--- src/rvdec_pkg.sv ---
// Shared types and encoding constants for the RV32I instruction decoder.
package rvdec_pkg;

	// Major opcodes, bits [6:0] of the instruction word.
	localparam logic [6:0] OPC_LUI    = 7'b0110111;
	localparam logic [6:0] OPC_AUIPC  = 7'b0010111;
	localparam logic [6:0] OPC_JAL    = 7'b1101111;
	localparam logic [6:0] OPC_BRANCH = 7'b1100011;
	localparam logic [6:0] OPC_JALR   = 7'b1100111;
	localparam logic [6:0] OPC_LOAD   = 7'b0000011;
	localparam logic [6:0] OPC_OP_IMM = 7'b0010011;
	localparam logic [6:0] OPC_OP     = 7'b0110011;
	localparam logic [6:0] OPC_STORE  = 7'b0100011;

	// Format classes.
	localparam logic [2:0] FMT_U = 3'd0;
	localparam logic [2:0] FMT_J = 3'd1;
	localparam logic [2:0] FMT_B = 3'd2;
	localparam logic [2:0] FMT_I = 3'd3;
	localparam logic [2:0] FMT_R = 3'd4;
	localparam logic [2:0] FMT_S = 3'd5;

	// Funct3 codes per instruction group.
	localparam logic [2:0] F3_JALR    = 3'd0;
	localparam logic [2:0] F3_BEQ     = 3'd0;
	localparam logic [2:0] F3_BNE     = 3'd1;
	localparam logic [2:0] F3_BLT     = 3'd4;
	localparam logic [2:0] F3_BGE     = 3'd5;
	localparam logic [2:0] F3_BLTU    = 3'd6;
	localparam logic [2:0] F3_BGEU    = 3'd7;
	localparam logic [2:0] F3_LB      = 3'd0;
	localparam logic [2:0] F3_LH      = 3'd1;
	localparam logic [2:0] F3_LW      = 3'd2;
	localparam logic [2:0] F3_LBU     = 3'd4;
	localparam logic [2:0] F3_LHU     = 3'd5;
	localparam logic [2:0] F3_SB      = 3'd0;
	localparam logic [2:0] F3_SH      = 3'd1;
	localparam logic [2:0] F3_SW      = 3'd2;
	localparam logic [2:0] F3_ADD_SUB = 3'd0;
	localparam logic [2:0] F3_SLL     = 3'd1;
	localparam logic [2:0] F3_SLT     = 3'd2;
	localparam logic [2:0] F3_SLTU    = 3'd3;
	localparam logic [2:0] F3_XOR     = 3'd4;
	localparam logic [2:0] F3_SRL_SRA = 3'd5;
	localparam logic [2:0] F3_OR      = 3'd6;
	localparam logic [2:0] F3_AND     = 3'd7;

	// Operation numbers.
	localparam logic [5:0] OP_LUI   = 6'd0;
	localparam logic [5:0] OP_AUIPC = 6'd1;
	localparam logic [5:0] OP_JAL   = 6'd2;
	localparam logic [5:0] OP_BEQ   = 6'd3;
	localparam logic [5:0] OP_BNE   = 6'd4;
	localparam logic [5:0] OP_BLT   = 6'd5;
	localparam logic [5:0] OP_BGE   = 6'd6;
	localparam logic [5:0] OP_BLTU  = 6'd7;
	localparam logic [5:0] OP_BGEU  = 6'd8;
	localparam logic [5:0] OP_JALR  = 6'd9;
	localparam logic [5:0] OP_LB    = 6'd10;
	localparam logic [5:0] OP_LH    = 6'd11;
	localparam logic [5:0] OP_LW    = 6'd12;
	localparam logic [5:0] OP_LBU   = 6'd13;
	localparam logic [5:0] OP_LHU   = 6'd14;
	localparam logic [5:0] OP_ADDI  = 6'd15;
	localparam logic [5:0] OP_SLTI  = 6'd16;
	localparam logic [5:0] OP_SLTIU = 6'd17;
	localparam logic [5:0] OP_XORI  = 6'd18;
	localparam logic [5:0] OP_ORI   = 6'd19;
	localparam logic [5:0] OP_ANDI  = 6'd20;
	localparam logic [5:0] OP_SLLI  = 6'd21;
	localparam logic [5:0] OP_SRLI  = 6'd22;
	localparam logic [5:0] OP_SRAI  = 6'd23;
	localparam logic [5:0] OP_SB    = 6'd24;
	localparam logic [5:0] OP_SH    = 6'd25;
	localparam logic [5:0] OP_SW    = 6'd26;
	localparam logic [5:0] OP_ADD   = 6'd27;
	localparam logic [5:0] OP_SUB   = 6'd28;
	localparam logic [5:0] OP_SLL   = 6'd29;
	localparam logic [5:0] OP_SLT   = 6'd30;
	localparam logic [5:0] OP_SLTU  = 6'd31;
	localparam logic [5:0] OP_XOR   = 6'd32;
	localparam logic [5:0] OP_SRL   = 6'd33;
	localparam logic [5:0] OP_SRA   = 6'd34;
	localparam logic [5:0] OP_OR    = 6'd35;
	localparam logic [5:0] OP_AND   = 6'd36;
	localparam logic [5:0] OP_LAST  = OP_AND;

	// Register index that marks an unused register slot.
	localparam logic signed [5:0] NO_REG = -6'sd1;

	// Width of the packed result payload on the output stream.
	localparam int unsigned RESULT_TDATA_W = 64;

	typedef struct packed {
		logic               illegal;
		logic [2:0]         format_class;
		logic [5:0]         operation;
		logic signed [5:0]  dest_reg;
		logic signed [5:0]  src_reg_a;
		logic signed [5:0]  src_reg_b;
		logic signed [31:0] immediate;
	} rvdec_result_t;

endpackage

--- src/rv32i_instruction_decoder.sv ---
// Top level of the RV32I instruction decoder: input register, decode, result register.
// A beat accepted into the input register is decoded and stored in the result register,
// which drives m_tvalid. Throughput: one instruction per cycle while m_tready is high;
// the decode path is a single pass of opcode and funct3 selection between the input
// register and the result register.
// Reset: arst_n clears both stage valid flags at once; payload registers are not reset.
module rv32i_instruction_decoder (
	input  logic        clk,
	input  logic        arst_n,
	// Slave side: one instruction per beat.
	input  logic        s_tvalid,
	output logic        s_tready,
	input  logic [31:0] s_tdata,   // [31:0] instr_word
	// Master side: one decoded result per beat.
	output logic        m_tvalid,
	input  logic        m_tready,
	output logic [rvdec_pkg::RESULT_TDATA_W-1:0] m_tdata,
	// m_tdata fields from the lowest bit up: [2:0] format_class, [8:3] operation,
	// [14:9] dest_reg, [20:15] src_reg_a, [26:21] src_reg_b, [58:27] immediate,
	// [63:59] zero.
	output logic        m_tuser    // [0] illegal
);
	import rvdec_pkg::*;

	// Stage 1 holds the raw instruction; stage 2 holds the decoded result.
	logic          valid_s1;
	logic [31:0]   instr_s1;
	logic          valid_s2;
	rvdec_result_t result_s2;
	rvdec_result_t decoded;

	logic load_s2;
	logic load_s1;

	// The result register takes a new beat when it is empty or being drained.
	// The input register moves on whenever its content can go forward, so a
	// stalled result still leaves room for one more instruction upstream.
	assign load_s2  = !valid_s2 || m_tready;
	assign s_tready = !valid_s1 || load_s2;
	assign load_s1  = s_tvalid && s_tready;

	rvdec_decode u_decode (
		.instr_word (instr_s1),
		.result     (decoded)
	);

	always_ff @(posedge clk or negedge arst_n) begin
		if (!arst_n) begin
			valid_s1 <= 1'b0;
			valid_s2 <= 1'b0;
		end else begin
			if (s_tready) begin
				valid_s1 <= s_tvalid;
			end
			if (load_s2) begin
				valid_s2 <= valid_s1;
			end
		end
	end

	always_ff @(posedge clk) begin
		if (load_s1) begin
			instr_s1 <= s_tdata;
		end
		if (load_s2 && valid_s1) begin
			result_s2 <= decoded;
		end
	end

	assign m_tvalid = valid_s2;
	assign m_tuser  = result_s2.illegal;
	assign m_tdata  = {5'b0, result_s2.immediate, result_s2.src_reg_b, result_s2.src_reg_a,
		result_s2.dest_reg, result_s2.operation, result_s2.format_class};

	// An illegal instruction carries the fixed filler pattern in every field.
	assert property (@(posedge clk) disable iff (!arst_n)
		m_tvalid && m_tuser |-> result_s2.format_class == FMT_U &&
		result_s2.operation == OP_LUI && result_s2.dest_reg == NO_REG &&
		result_s2.src_reg_a == NO_REG && result_s2.src_reg_b == NO_REG &&
		result_s2.immediate == 32'sd0)
	else $error("illegal result with non-filler fields");

	// A legal result names one of the base operations only.
	assert property (@(posedge clk) disable iff (!arst_n)
		m_tvalid && !m_tuser |-> result_s2.operation <= OP_LAST)
	else $error("operation number out of range");

	// Branches and stores have no destination; every other legal format has one.
	assert property (@(posedge clk) disable iff (!arst_n)
		m_tvalid && !m_tuser |->
		((result_s2.dest_reg == NO_REG) ==
		(result_s2.format_class == FMT_B || result_s2.format_class == FMT_S)))
	else $error("destination register does not match the format");

	// A held instruction in stage 1 is not overwritten while the result stalls.
	assert property (@(posedge clk) disable iff (!arst_n)
		valid_s1 && valid_s2 && !m_tready |=> valid_s1 && $stable(instr_s1))
	else $error("stage 1 instruction lost during a stall");

endmodule

--- src/rvdec_decode.sv ---
// Combinational field decode of one RV32I instruction word.
module rvdec_decode (
	input  logic [31:0]            instr_word,
	output rvdec_pkg::rvdec_result_t result
);
	import rvdec_pkg::*;

	logic [6:0] opc;
	logic [2:0] f3;
	logic       b30;

	assign opc = instr_word[6:0];
	assign f3  = instr_word[14:12];
	assign b30 = instr_word[30];

	always_comb begin
		logic              bad;
		logic [2:0]        fmt;
		logic [5:0]        op;
		logic signed [5:0] rd;
		logic signed [5:0] rs1;
		logic signed [5:0] rs2;
		logic [31:0]       imm;

		bad = 1'b0;
		fmt = FMT_U;
		op  = OP_LUI;
		rd  = NO_REG;
		rs1 = NO_REG;
		rs2 = NO_REG;
		imm = '0;

		case (opc)
			OPC_LUI, OPC_AUIPC: begin
				fmt = FMT_U;
				op  = (opc == OPC_LUI) ? OP_LUI : OP_AUIPC;
				rd  = {1'b0, instr_word[11:7]};
				imm = {instr_word[31:12], 12'b0};
			end
			OPC_JAL: begin
				fmt = FMT_J;
				op  = OP_JAL;
				rd  = {1'b0, instr_word[11:7]};
				imm = {{11{instr_word[31]}}, instr_word[31], instr_word[19:12],
					instr_word[20], instr_word[30:21], 1'b0};
			end
			OPC_BRANCH: begin
				fmt = FMT_B;
				rs1 = {1'b0, instr_word[19:15]};
				rs2 = {1'b0, instr_word[24:20]};
				imm = {{19{instr_word[31]}}, instr_word[31], instr_word[7],
					instr_word[30:25], instr_word[11:8], 1'b0};
				case (f3)
					F3_BEQ:  op = OP_BEQ;
					F3_BNE:  op = OP_BNE;
					F3_BLT:  op = OP_BLT;
					F3_BGE:  op = OP_BGE;
					F3_BLTU: op = OP_BLTU;
					F3_BGEU: op = OP_BGEU;
					default: bad = 1'b1;
				endcase
			end
			OPC_JALR, OPC_LOAD, OPC_OP_IMM: begin
				fmt = FMT_I;
				rd  = {1'b0, instr_word[11:7]};
				rs1 = {1'b0, instr_word[19:15]};
				imm = {{20{instr_word[31]}}, instr_word[31:20]};
				if (opc == OPC_JALR) begin
					op  = OP_JALR;
					bad = (f3 != F3_JALR);
				end else if (opc == OPC_LOAD) begin
					case (f3)
						F3_LB:   op = OP_LB;
						F3_LH:   op = OP_LH;
						F3_LW:   op = OP_LW;
						F3_LBU:  op = OP_LBU;
						F3_LHU:  op = OP_LHU;
						default: bad = 1'b1;
					endcase
				end else begin
					case (f3)
						F3_ADD_SUB: op = OP_ADDI;
						F3_SLL:     op = OP_SLLI;
						F3_SLT:     op = OP_SLTI;
						F3_SLTU:    op = OP_SLTIU;
						F3_XOR:     op = OP_XORI;
						F3_SRL_SRA: op = b30 ? OP_SRAI : OP_SRLI;
						F3_OR:      op = OP_ORI;
						F3_AND:     op = OP_ANDI;
						default:    bad = 1'b1;
					endcase
					// Shift amounts keep the raw 12-bit field, zero-extended.
					if (f3 == F3_SLL || f3 == F3_SRL_SRA) begin
						imm = {20'b0, instr_word[31:20]};
					end
				end
			end
			OPC_OP: begin
				fmt = FMT_R;
				rd  = {1'b0, instr_word[11:7]};
				rs1 = {1'b0, instr_word[19:15]};
				rs2 = {1'b0, instr_word[24:20]};
				imm = '1;
				case (f3)
					F3_ADD_SUB: op = b30 ? OP_SUB : OP_ADD;
					F3_SLL:     op = OP_SLL;
					F3_SLT:     op = OP_SLT;
					F3_SLTU:    op = OP_SLTU;
					F3_XOR:     op = OP_XOR;
					F3_SRL_SRA: op = b30 ? OP_SRA : OP_SRL;
					F3_OR:      op = OP_OR;
					F3_AND:     op = OP_AND;
					default:    bad = 1'b1;
				endcase
			end
			OPC_STORE: begin
				fmt = FMT_S;
				rs1 = {1'b0, instr_word[19:15]};
				rs2 = {1'b0, instr_word[24:20]};
				imm = {{20{instr_word[31]}}, instr_word[31:25], instr_word[11:7]};
				case (f3)
					F3_SB:   op = OP_SB;
					F3_SH:   op = OP_SH;
					F3_SW:   op = OP_SW;
					default: bad = 1'b1;
				endcase
			end
			default: bad = 1'b1;
		endcase

		if (bad) begin
			result.illegal      = 1'b1;
			result.format_class = FMT_U;
			result.operation    = OP_LUI;
			result.dest_reg     = NO_REG;
			result.src_reg_a    = NO_REG;
			result.src_reg_b    = NO_REG;
			result.immediate    = '0;
		end else begin
			result.illegal      = 1'b0;
			result.format_class = fmt;
			result.operation    = op;
			result.dest_reg     = rd;
			result.src_reg_a    = rs1;
			result.src_reg_b    = rs2;
			result.immediate    = imm;
		end
	end

endmodule

--- config.mk ---
export PLATFORM = sky130hd
export DESIGN_NAME = rv32i_instruction_decoder
export DESIGN_NICKNAME = d
export VERILOG_FILES = /design/src/rvdec_pkg.sv /design/src/rv32i_instruction_decoder.sv /design/src/rvdec_decode.sv
export SDC_FILE = /design/constraint.sdc
export NUM_CORES = 1
export LEC_CHECK = 0
export BUFFER_PORTS_ARGS = -buffer_cell sky130_fd_sc_hd__buf_2
export CORE_UTILIZATION = 58
export DETAILED_ROUTE_END_ITERATION = 10
export PLACE_DENSITY_LB_ADDON = 0.05
export SLEW_MARGIN = 25
export SYNTH_ARGS = -nofsm -noshare
export SYNTH_HDL_FRONTEND = slang
export SYNTH_HIERARCHICAL = 1
export SYNTH_SLANG_ARGS = --single-unit
export TNS_END_PERCENT = 50
--- constraint.sdc ---
create_clock -name clk -period 3.9 [get_ports clk]
set_input_delay 0.39 -clock clk [delete_from_list [all_inputs] [get_ports clk]]
set_output_delay 0.39 -clock clk [all_outputs]
set_load 0.01 [all_outputs]
==> results.md, run 1 <==
- Share of layout cells above drive strength 1: 31.2%
- Post-CTS Hold Fix Bufs: 1
- I/O pin count: 103
- Multiplexer area fraction after synthesis: 0%
- Worst Max-Slew Pin Slew: 908 ps
- Type of the setup path with the least slack: reg2reg
- Top post-synthesis cells by area: edfxtp_1, a21oi_1, a211oi_1
- Fraction of the core area covered by cells at the end of the flow: 71.5%
- Antenna violations before repair: 0
- Antenna Diode Count: 0
- Final setup fails: 0
- Number of synthesized register bits: 94
- Post-route clock skew: 13.7 ps
- Number of rows created at floorplan: 30
- Number of hold violations in the final report: 0
- Final TNS setup: 0 ps
- GR Util met2: 38.8%
- Via/cell ratio: 5.72
- Number of nets in the finished design: 463
- Shortest period the worst path allows: 2790 ps
- Outcome: complete, no violations
- Detailed router's first-iteration violation count: 153
- Number of flops mapped to enable cells by yosys: 92
- Resize count post-CTS: 0
- Worst skew pair latency: 360 ps
- Count of TritonRoute iterations in the first routing pass: 4
- Clock buffer count from CTS: 9
- Residual antenna-violating net count after detailed routing: 0
- Dominant combinational cell family by area after synthesis: simple AND/OR/NAND/NOR gates
- Data arrival time at the worst-slack endpoint: 2960 ps
- Complex-gate fraction of the synthesized area: 12.9%
- Maximum Capacitance Violations: 0
- Clock Tree Buf Depth: 2
- Sequential share of the synthesized area: 65.6%
- Most numerous cell in the Yosys netlist: edfxtp_1
- Switching share of total power: 22.9%
- Yosys warning count: 6
- DP HPWL: 5790 microns
- Post-synth top cells: edfxtp_1, a21oi_1, nand2_1
- Met1 Use GR: 31.9%
- Overflow after GRT: 0
- Initial cell density of the core: 61.4%
- Critical path startpoint category: flop
- Ratio of final minimum period to clock period: 71.6%
- Clock group share of total power: 33.0%
- Clock transition at the registers of the reported paths: 100 ps
- Vias in the first global route: 2728
- Wire length per cell after detailed routing: 16.7 microns
- Crit. End Element: flop
- Final routed DRC violation total: 0
- CTS tree: built
- Core area: 6980 sq um
- Cell at the root of the clock tree: clkbuf_8
- First-pass GRT wire length: 13600 microns
- Vias after detailed routing: 3009
- Peak supply drop: 0.272 mV
- Setup repair after global routing missed its margin: false
- Count of H-tree levels built during CTS: 3
- Synth Area per Inst: 12.6 sq um
- Max Clock Freq: 358 MHz
- Highest net fanout along the worst path: 14
- Worst hold path type: in2reg
- Die Ht: 88.0 microns
- Number of library cell types mapped by synthesis: 52
- Combinational share of power: 8.4%
- Internal cell power: 0.00159 W
- Power per standard cell area: 414 nW/um^2
- Total track usage: 23.7%
- Port Buffers: 97
- Met3 track utilization from global routing: 4.62%
- Total leakage power: 1.75 nW
- Detailed-route wire length: 8780 microns
- Post-Syn Area: 4290 sq um
- Area fraction of the dominant cell type after synthesis: 64.5%
- Number of sinks driven by the clock tree: 94
- Slew HR: 39.3%
- Adder and majority cell fraction of the synthesized area: 0.234%
- Placed instance count: 511
- Instance count of the mapped netlist: 339
- Die Width: 88.0 microns
- Flip-flop cell with the highest count after synthesis: edfxtp_1
- Pin count of the biggest net entering global routing: 44
- Net switching power: 0.000473 W
- Synth Area in XOR/XNOR: 0.204%
- Sequential cell fraction of total power: 58.6%
- Crit path required time: 4070 ps
- Gpl congestion: 0.925
- Total Die Area: 7740 sq um
- Smallest hold slack: 199 ps
- Slew Limit Fails: 0
- Layout overhead on the synthesized area: 16.5%
- Simple logic cell fraction of the synthesized area: 16.2%
- Most used routing layer: met2
- Share of synthesized registers carrying an async set or reset: 2.13%
- Number of buffers inserted by post-CTS setup repair: 0
- Number of cells in the finished layout apart from fillers: 526
- Cell type with the largest total area after synthesis: edfxtp_1
layout make-up:
| class | count | area (sq um) |
|---|---|---|
| multi-input cells | 211 | 1290 |
| inverters | 8 | 30.0 |
| clock inverters | 5 | 83.8 |
| well taps | 96 | 120 |
| repair buffers | 103 | 533 |
| fillers | 516 | 1990 |
| clock buffers | 9 | 124 |
| flip-flops and latches | 94 | 2810 |
metrics by stage:
stage	total power, W	area [sq um]	worst slack [ps]
after floorplan	0.00134	4300	1510
after global placement	0.00140	4770	1170
after detailed placement	0.00140	4770	1150
after CTS	0.00208	4990	1130
after global routing	0.00213	4990	927
final	0.00206	4990	1110
worst max-delay path, cell delays in order (launching register included):
cell,delay (ps)
edfxtp_1,540
and4bb_4,400
nand2_1,280
nor2_1,800
o21ai_0,160
buf_4,220
a211oi_1,220
power by group through the flow:
stage          Combinational [W]  Sequential [W]  Clock [W]
2_1_floorplan           0.000108         0.00123          0
3_3_place_gp            0.000171         0.00123          0
3_5_place_dp            0.000172         0.00123          0
4_1_cts                 0.000174         0.00121   0.000696
5_1_grt                 0.000191         0.00122   0.000722
6_report                0.000174         0.00121   0.000682
cell usage in the layout, fill, tap and decap left out, types with 8 or more instances in the layout:
cell,Yosys,layout
a211oi_1,17,17
buf_2,7,97
nor3_2,9,9
edfxtp_1,92,92
inv_1,8,8
nor2_1,21,21
a21oi_1,28,28
nand2b_1,17,17
nand2_1,27,27
nor3_1,8,8
clkbuf_8,0,9
o21ai_0,15,15
kinds of logic (layout without fill, tap and decap cells):
family	Yosys count	in the layout
xor gates and xnor gates	1	1
and+or+nand+nor	119	119
DFF	94	94
AOI/OAI and AO/OA	85	85
other	1	5
buffers and inverters	38	125
adders and majority gates	1	1
path summary, 6_finish.rpt:
kind / from / endpoint / depth (start not counted) / slack [ps]
min in group asynchronous: arst_n / m_tvalid / 2 / 330
hold / removal: s_tdata[12] / instr_s1[12] / 1 / 200
max in group asynchronous: arst_n / valid_s1 / 2 / 3470
hold reg to reg: instr_s1[15] / m_tdata[15] / 1 / 530
setup reg to reg: instr_s1[2] / m_tdata[49] / 6 / 1110
setup / recovery: instr_s1[2] / m_tdata[49] / 6 / 1110
routing by layer:
layer | vias up | routed length [microns] | part of all wire, %
met5 | - | 0 | 0
met4 | 0 | 147 | 1.7
met3 | 14 | 531 | 6.0
met2 | 132 | 4370 | 50
met1 | 1422 | 3740 | 43
li1 | 1441 | - | -
registers in the layout (all words and copies together), names as in the netlist:
register,count
m_tuser,1
valid_s1,1
instr_s1,32
m_tvalid,1
m_tdata,59
Power figures use the tool's default switching activity.
==> run 2, diff against run 1 <==
ABC_AREA = 1   (was not set)
CORE_UTILIZATION = 54   (was 58)
clock period = 2.8 ns   (was 3.9 ns; I/O delays follow)
==> results.md, run 2 <==
- Outcome: complete, no violations
- Cell at the slowest stage of the critical path: edfxtp_1
- Antenna Diode Count: 0
- Via/cell ratio: 5.14
- First-pass GRT wire length: 14000 microns
- Final setup fails: 0
- Number of rows created at floorplan: 32
- Number of hold violations in the final report: 0
- Crit path required time: 2910 ps
- Cell type with the largest total area after synthesis: edfxtp_1
- Post-route clock skew: 14.6 ps
- Yosys warning count: 6
- Share of layout cells above drive strength 1: 27.0%
- Final routed DRC violation total: 0
- Worst Max-Slew Pin Slew: 739 ps
- Share of synthesized registers carrying an async set or reset: 2.13%
- GR Util met2: 33.3%
- Tot Pwr: 0.00272 W
- Antenna violations before repair: 0
- Initial cell density of the core: 56.9%
- Core area: 7850 sq um
- Synth Area per Inst: 9.87 sq um
- Crit. End Element: flop
- Detailed-route wire length: 8870 microns
- Worst hold path type: in2reg
- Clock transition at the registers of the reported paths: 100 ps
- Fraction of the core area covered by cells at the end of the flow: 66.2%
- Residual antenna-violating net count after detailed routing: 0
- Count of TritonRoute iterations in the first routing pass: 6
- Number of library cell types mapped by synthesis: 26
- Total leakage power: 2.38 nW
- Peak supply drop: 0.348 mV
- Instance count of the mapped netlist: 452
- Number of nets in the finished design: 587
- Most used routing layer: met2
- Total track usage: 21.3%
- Count of H-tree levels built during CTS: 3
- Area fraction of the dominant cell type after synthesis: 61.9%
- Met3 track utilization from global routing: 3.53%
- Die Ht: 92.9 microns
- Number of sinks driven by the clock tree: 94
- Port Buffers: 97
- Wire length per cell after detailed routing: 13.5 microns
- Slew Limit Fails: 0
- Flip-flop cell with the highest count after synthesis: edfxtp_1
- Overflow after GRT: 0
- Final TNS setup: 0 ps
- Detailed router's first-iteration violation count: 174
- Switching share of total power: 25.1%
- Setup repair after global routing missed its margin: false
- Max Clock Freq: 418 MHz
- Gpl congestion: 0.956
- Net switching power: 0.000683 W
- Clock Tree Buf Depth: 2
- Critical Path, Cell by Cell: inv_4 > nand3_2 > inv_2 > nand2_1 > nand2_2 > inv_2 > nand2_2 > inv_2 > nor2_4 > buf_4 > nand3_1
- Highest net fanout along the worst path: 28
- Pin count of the biggest net entering global routing: 61
- Sequential cell fraction of total power: 61.0%
- Worst skew pair latency: 360 ps
- Post-Syn Area: 4460 sq um
- Clock buffer count from CTS: 9
- Met1 Use GR: 29.9%
- Commonest non-fill, non-tap cells in the layout: buf_2, edfxtp_1, nand2_1, inv_1, nor2_1
- Data arrival time at the worst-slack endpoint: 2500 ps
- Ratio of final minimum period to clock period: 85.3%
- Vias in the first global route: 2942
- I/O pin count: 103
- Commonest non-fill, non-tap cell in the layout: buf_2
- Vias after detailed routing: 3383
- Combinational share of power: 9.1%
- Top post-synthesis cells by area: edfxtp_1, nand2_1, inv_1
- Critical path startpoint category: flop
- Total Die Area: 8630 sq um
- CTS tree: built
- Post-synth top cells: edfxtp_1, nand2_1, inv_1
- Shortest period the worst path allows: 2390 ps
- Number of buffers inserted by post-CTS setup repair: 0
- Number of synthesized register bits: 94
- FF-to-FF setup slack: 410 ps
- Maximum Capacitance Violations: 0
- Type of the setup path with the least slack: reg2reg
- Sequential share of the synthesized area: 63.0%
- Internal cell power: 0.00204 W
- Power per standard cell area: 524 nW/um^2
- DP HPWL: 6280 microns
- Cell at the root of the clock tree: clkbuf_8
- Number of flops mapped to enable cells by yosys: 92
- Layout overhead on the synthesized area: 16.4%
- Most numerous cell in the Yosys netlist: edfxtp_1
- Die Width: 92.9 microns
- Number of flip-flops under the largest register name: 59
- Slew HR: 50.7%
- Library cell appearing most often on the critical path: inv_2
- Fillcell total: 683
- Clock group share of total power: 29.9%
- Crit-path max cell delay: 560 ps
-- run 2: changes by cell type after synthesis, sizes merged, moves of 6 or more --
cell,delta
inv,+67
nand3b,-6
nor3,-15
nand4,+8
nand2b,-17
nand3,+41
o21ai,+14
nand2,+68
clkbuf,-7
a211oi,-18
a21oi,-8
nor2,+36
-- run 2: layout make-up --
class,instances,area [sq um],share of cell area [%]
sequential,94,2810,54.2
multi-input combinational,264,1230,23.7
timing repair buffer,107,563,10.8
inverter,75,284,5.47
clock buffer,11,131,2.53
tap,102,128,2.46
clock inverter,5,43.8,0.843
-- run 2: final timing paths --
check,cells past startpoint,end,startpoint
worst max-delay path,11,m_tdata[10],instr_s1[4]
worst min-delay path,1,instr_s1[12],s_tdata[12]
worst max register to register,11,m_tdata[10],instr_s1[4]
worst min register to register,2,m_tdata[15],instr_s1[15]
max in group asynchronous,2,valid_s1,arst_n
min in group asynchronous,2,m_tvalid,arst_n
-- run 2: worst max-delay path, delay by kind of cell (launching register included) --
family | cells | cell delay [ps]
buffers and inverters | 5 | 590
flip-flops | 1 | 560
AND/OR/NAND/NOR | 6 | 980
-- run 2: timing repair --
item | 4_1_cts | 5_1_grt
endpoints found under the setup margin | 0 | 0
hold buffers | 1 | 0
resized for setup | 0 | 0
hold endpoints to repair | 2 | 0
-- run 2: cell families (layout without fill, tap and decap cells) --
family	Yosys count	count (layout)	synth area share, %
compound gates	51	51	5.81
buf+inv	98	198	9.95
flops	94	94	63.0
other cells	1	5	0.0840
simple gates	208	208	21.1
-- run 2: metrics by stage --
| step | hold WS [ps] | setup WS (ps) | instances | cell area (sq um) |
|---|---|---|---|---|
| after CTS | 74.0 | 406 | 658 | 5190 |
| after global routing | 69.3 | 224 | 658 | 5190 |
| after global placement | 65.5 | 511 | 641 | 5010 |
| after detailed placement | 66.9 | 407 | 641 | 5010 |
| after floorplan | -15.6 | 246 | 456 | 4480 |
| final | 80.9 | 410 | 658 | 5190 |
-- run 2: layer usage --
metal  vias up  part of all wire, %
met5         -                    0
met4         0                  1.6
met3        17                  6.6
met2       158                   47
met1      1536                   45
li1       1672                    -
-- run 2: power groups by stage --
stage / combinational (W) / clock [W] / sequential (W)
after CTS: 0.000250 / 0.000827 / 0.00166
after global routing: 0.000276 / 0.000875 / 0.00167
after global placement: 0.000245 / 0 / 0.00169
final: 0.000248 / 0.000814 / 0.00166
after detailed placement: 0.000248 / 0 / 0.00170
after floorplan: 0.000140 / 0 / 0.00171
==> run 3, diff against run 2 <==
BUFFER_PORTS_ARGS = -buffer_cell sky130_fd_sc_hd__clkbuf_2   (was -buffer_cell sky130_fd_sc_hd__buf_2)
CORE_UTILIZATION = 56   (was 54)
CTS_BUF_LIST = sky130_fd_sc_hd__clkbuf_4 sky130_fd_sc_hd__clkbuf_8   (was not set)
MAX_ROUTING_LAYER = met4   (was not set)
==> results.md, run 3 (same netlist as run 2, synthesis figures left out) <==
- Placed instance count: 640
- Crit path required time: 2900 ps
- Worst skew pair latency: 370 ps
- CTS tree: built
- Number of flip-flops under the largest register name: 59
- Worst hold path cell count: 1
- Slew HR: 50.0%
- DP HPWL: 6690 microns
- Pre-CTS setup slack: 501 ps
- Setup crit start: instr_s1[4]
- Fillcell total: 662
- Tot Pwr: 0.00275 W
- Outcome: complete, no violations
- Final setup fails: 0
- Wire length per cell after detailed routing: 14.5 microns
- Initial cell density of the core: 57.7%
- Total leakage power: 2.41 nW
- Shortest period the worst path allows: 2340 ps
- Max Clock Freq: 428 MHz
- Setup repair after global routing missed its margin: false
- Share of layout cells above drive strength 1: 27.2%
- Residual antenna-violating net count after detailed routing: 0
- Peak supply drop: 0.425 mV
- First-pass GRT wire length: 15200 microns
- Layout overhead on the synthesized area: 16.4%
- Ratio of final minimum period to clock period: 83.4%
- Clock Tree Buf Depth: 2
- Total track usage: 24.9%
- Number of rows created at floorplan: 32
- Worst hold path type: in2reg
- Detailed router's first-iteration violation count: 171
- I/O pin count: 103
- Number of cells in the finished layout apart from fillers: 657
- Port Buffers: 97
- Detailed-route wire length: 9550 microns
- Via/cell ratio: 5.20
- Die Width: 91.3 microns
- Endpoint of the worst hold path: instr_s1[26]
- Final routed DRC violation total: 0
- Number of nets in the finished design: 586
- Power per standard cell area: 530 nW/um^2
- Resize count post-CTS: 0
- Count of cells along the worst register-to-register path: 11
- Crit. End Element: flop
- Vias in the first global route: 3235
- Gpl congestion: 0.905
- Post-route clock skew: 9.31 ps
- Critical path startpoint category: flop
- Slew Limit Fails: 0
- Hold wc startpoint: s_tdata[26]
- Clock buffer count from CTS: 9
- Final TNS setup: 0 ps
- Vias after detailed routing: 3418
- Post-CTS Hold Fix Bufs: 1
- Antenna Diode Count: 0
- FF-to-FF setup slack: 460 ps
- Cell at the root of the clock tree: clkbuf_8
- Highest net fanout along the worst path: 34
- Antenna violations before repair: 0
- Worst Max-Slew Pin Slew: 750 ps
- Least setup slack across all paths after layout: 465 ps
- Reg-to-reg critical path endpoint: m_tdata[23]
- Fraction of the core area covered by cells at the end of the flow: 67.2%
- Clock transition at the registers of the reported paths: 90 ps
- Count of H-tree levels built during CTS: 3
- Core area: 7730 sq um
- Total Die Area: 8330 sq um
- Number of hold violations in the final report: 0
- Die Ht: 91.3 microns
- Number of sinks driven by the clock tree: 94
- Pin count of the biggest net entering global routing: 61
- Data arrival time at the worst-slack endpoint: 2440 ps
- Commonest non-fill, non-tap cells in the layout: clkbuf_2, edfxtp_1, nand2_1, inv_1, nor2_1
- Reg2reg start: instr_s1[4]
- Type of the setup path with the least slack: reg2reg
- Commonest non-fill, non-tap cell in the layout: clkbuf_2
- Overflow after GRT: 0
- Maximum Capacitance Violations: 0
- Count of TritonRoute iterations in the first routing pass: 5
- Number of buffers inserted by post-CTS setup repair: 0
run 3: changes by cell type in the layout (fill, tap and decap cells not counted), sizes merged:
cell	delta
buf	-98
clkbuf	+95
clkinv	+2
clkinvlp	-1
inv	+1
run 3: area by class of cell:
cell class	count	area (sq um)	share of cell area (%)
clock buffer	9	124	2.38
multi-input combinational	264	1230	23.7
tap	102	128	2.46
inverter	75	284	5.47
clock inverter	7	60.1	1.16
timing repair buffer	106	556	10.7
sequential	94	2810	54.1
run 3: worst max path at each step:
stage,to,cells after the start
after global placement,m_tdata[13],11
after detailed placement,m_tdata[23],11
final,m_tdata[23],11
after CTS,m_tdata[21],11
after floorplan,m_tdata[0],1
after global routing,m_tdata[21],11
run 3: where the power goes:
| group | switching [W] | leakage, nW | internal, W |
|---|---|---|---|
| clock | 0.000501 | 0.0927 | 0.000335 |
| sequential | 0.0000358 | 0.878 | 0.00163 |
| combinational | 0.000173 | 1.44 | 0.0000798 |
run 3: per-stage QoR:
stage          hold slack, ps  area, sq um
2_1_floorplan           -15.6         4480
3_3_place_gp             66.8         5000
3_5_place_dp             67.4         5000
4_1_cts                  68.0         5190
6_report                 81.6         5190
5_1_grt                  62.6         5190
run 3: metal layers:
| layer | wire length [microns] | GRT usage [%] | vias to the layer above |
|---|---|---|---|
| li1 | - | - | 1673 |
| met1 | 4160 | 31.8 | 1570 |
| met2 | 4600 | 39.3 | 155 |
| met3 | 593 | 5.19 | 20 |
| met4 | 199 | 9.66 | 0 |
| met5 | 0 | - | - |
run 3: critical path, stage by stage (launching register included):
cell and delay, ps:
edfxtp_1 540, inv_4 150, nand3_2 80, inv_2 100
nand2_2 100, nand2_2 240, nor2_4 80, nand2_2 90
inv_2 50, nor2_4 140, buf_4 340, nand3_1 130
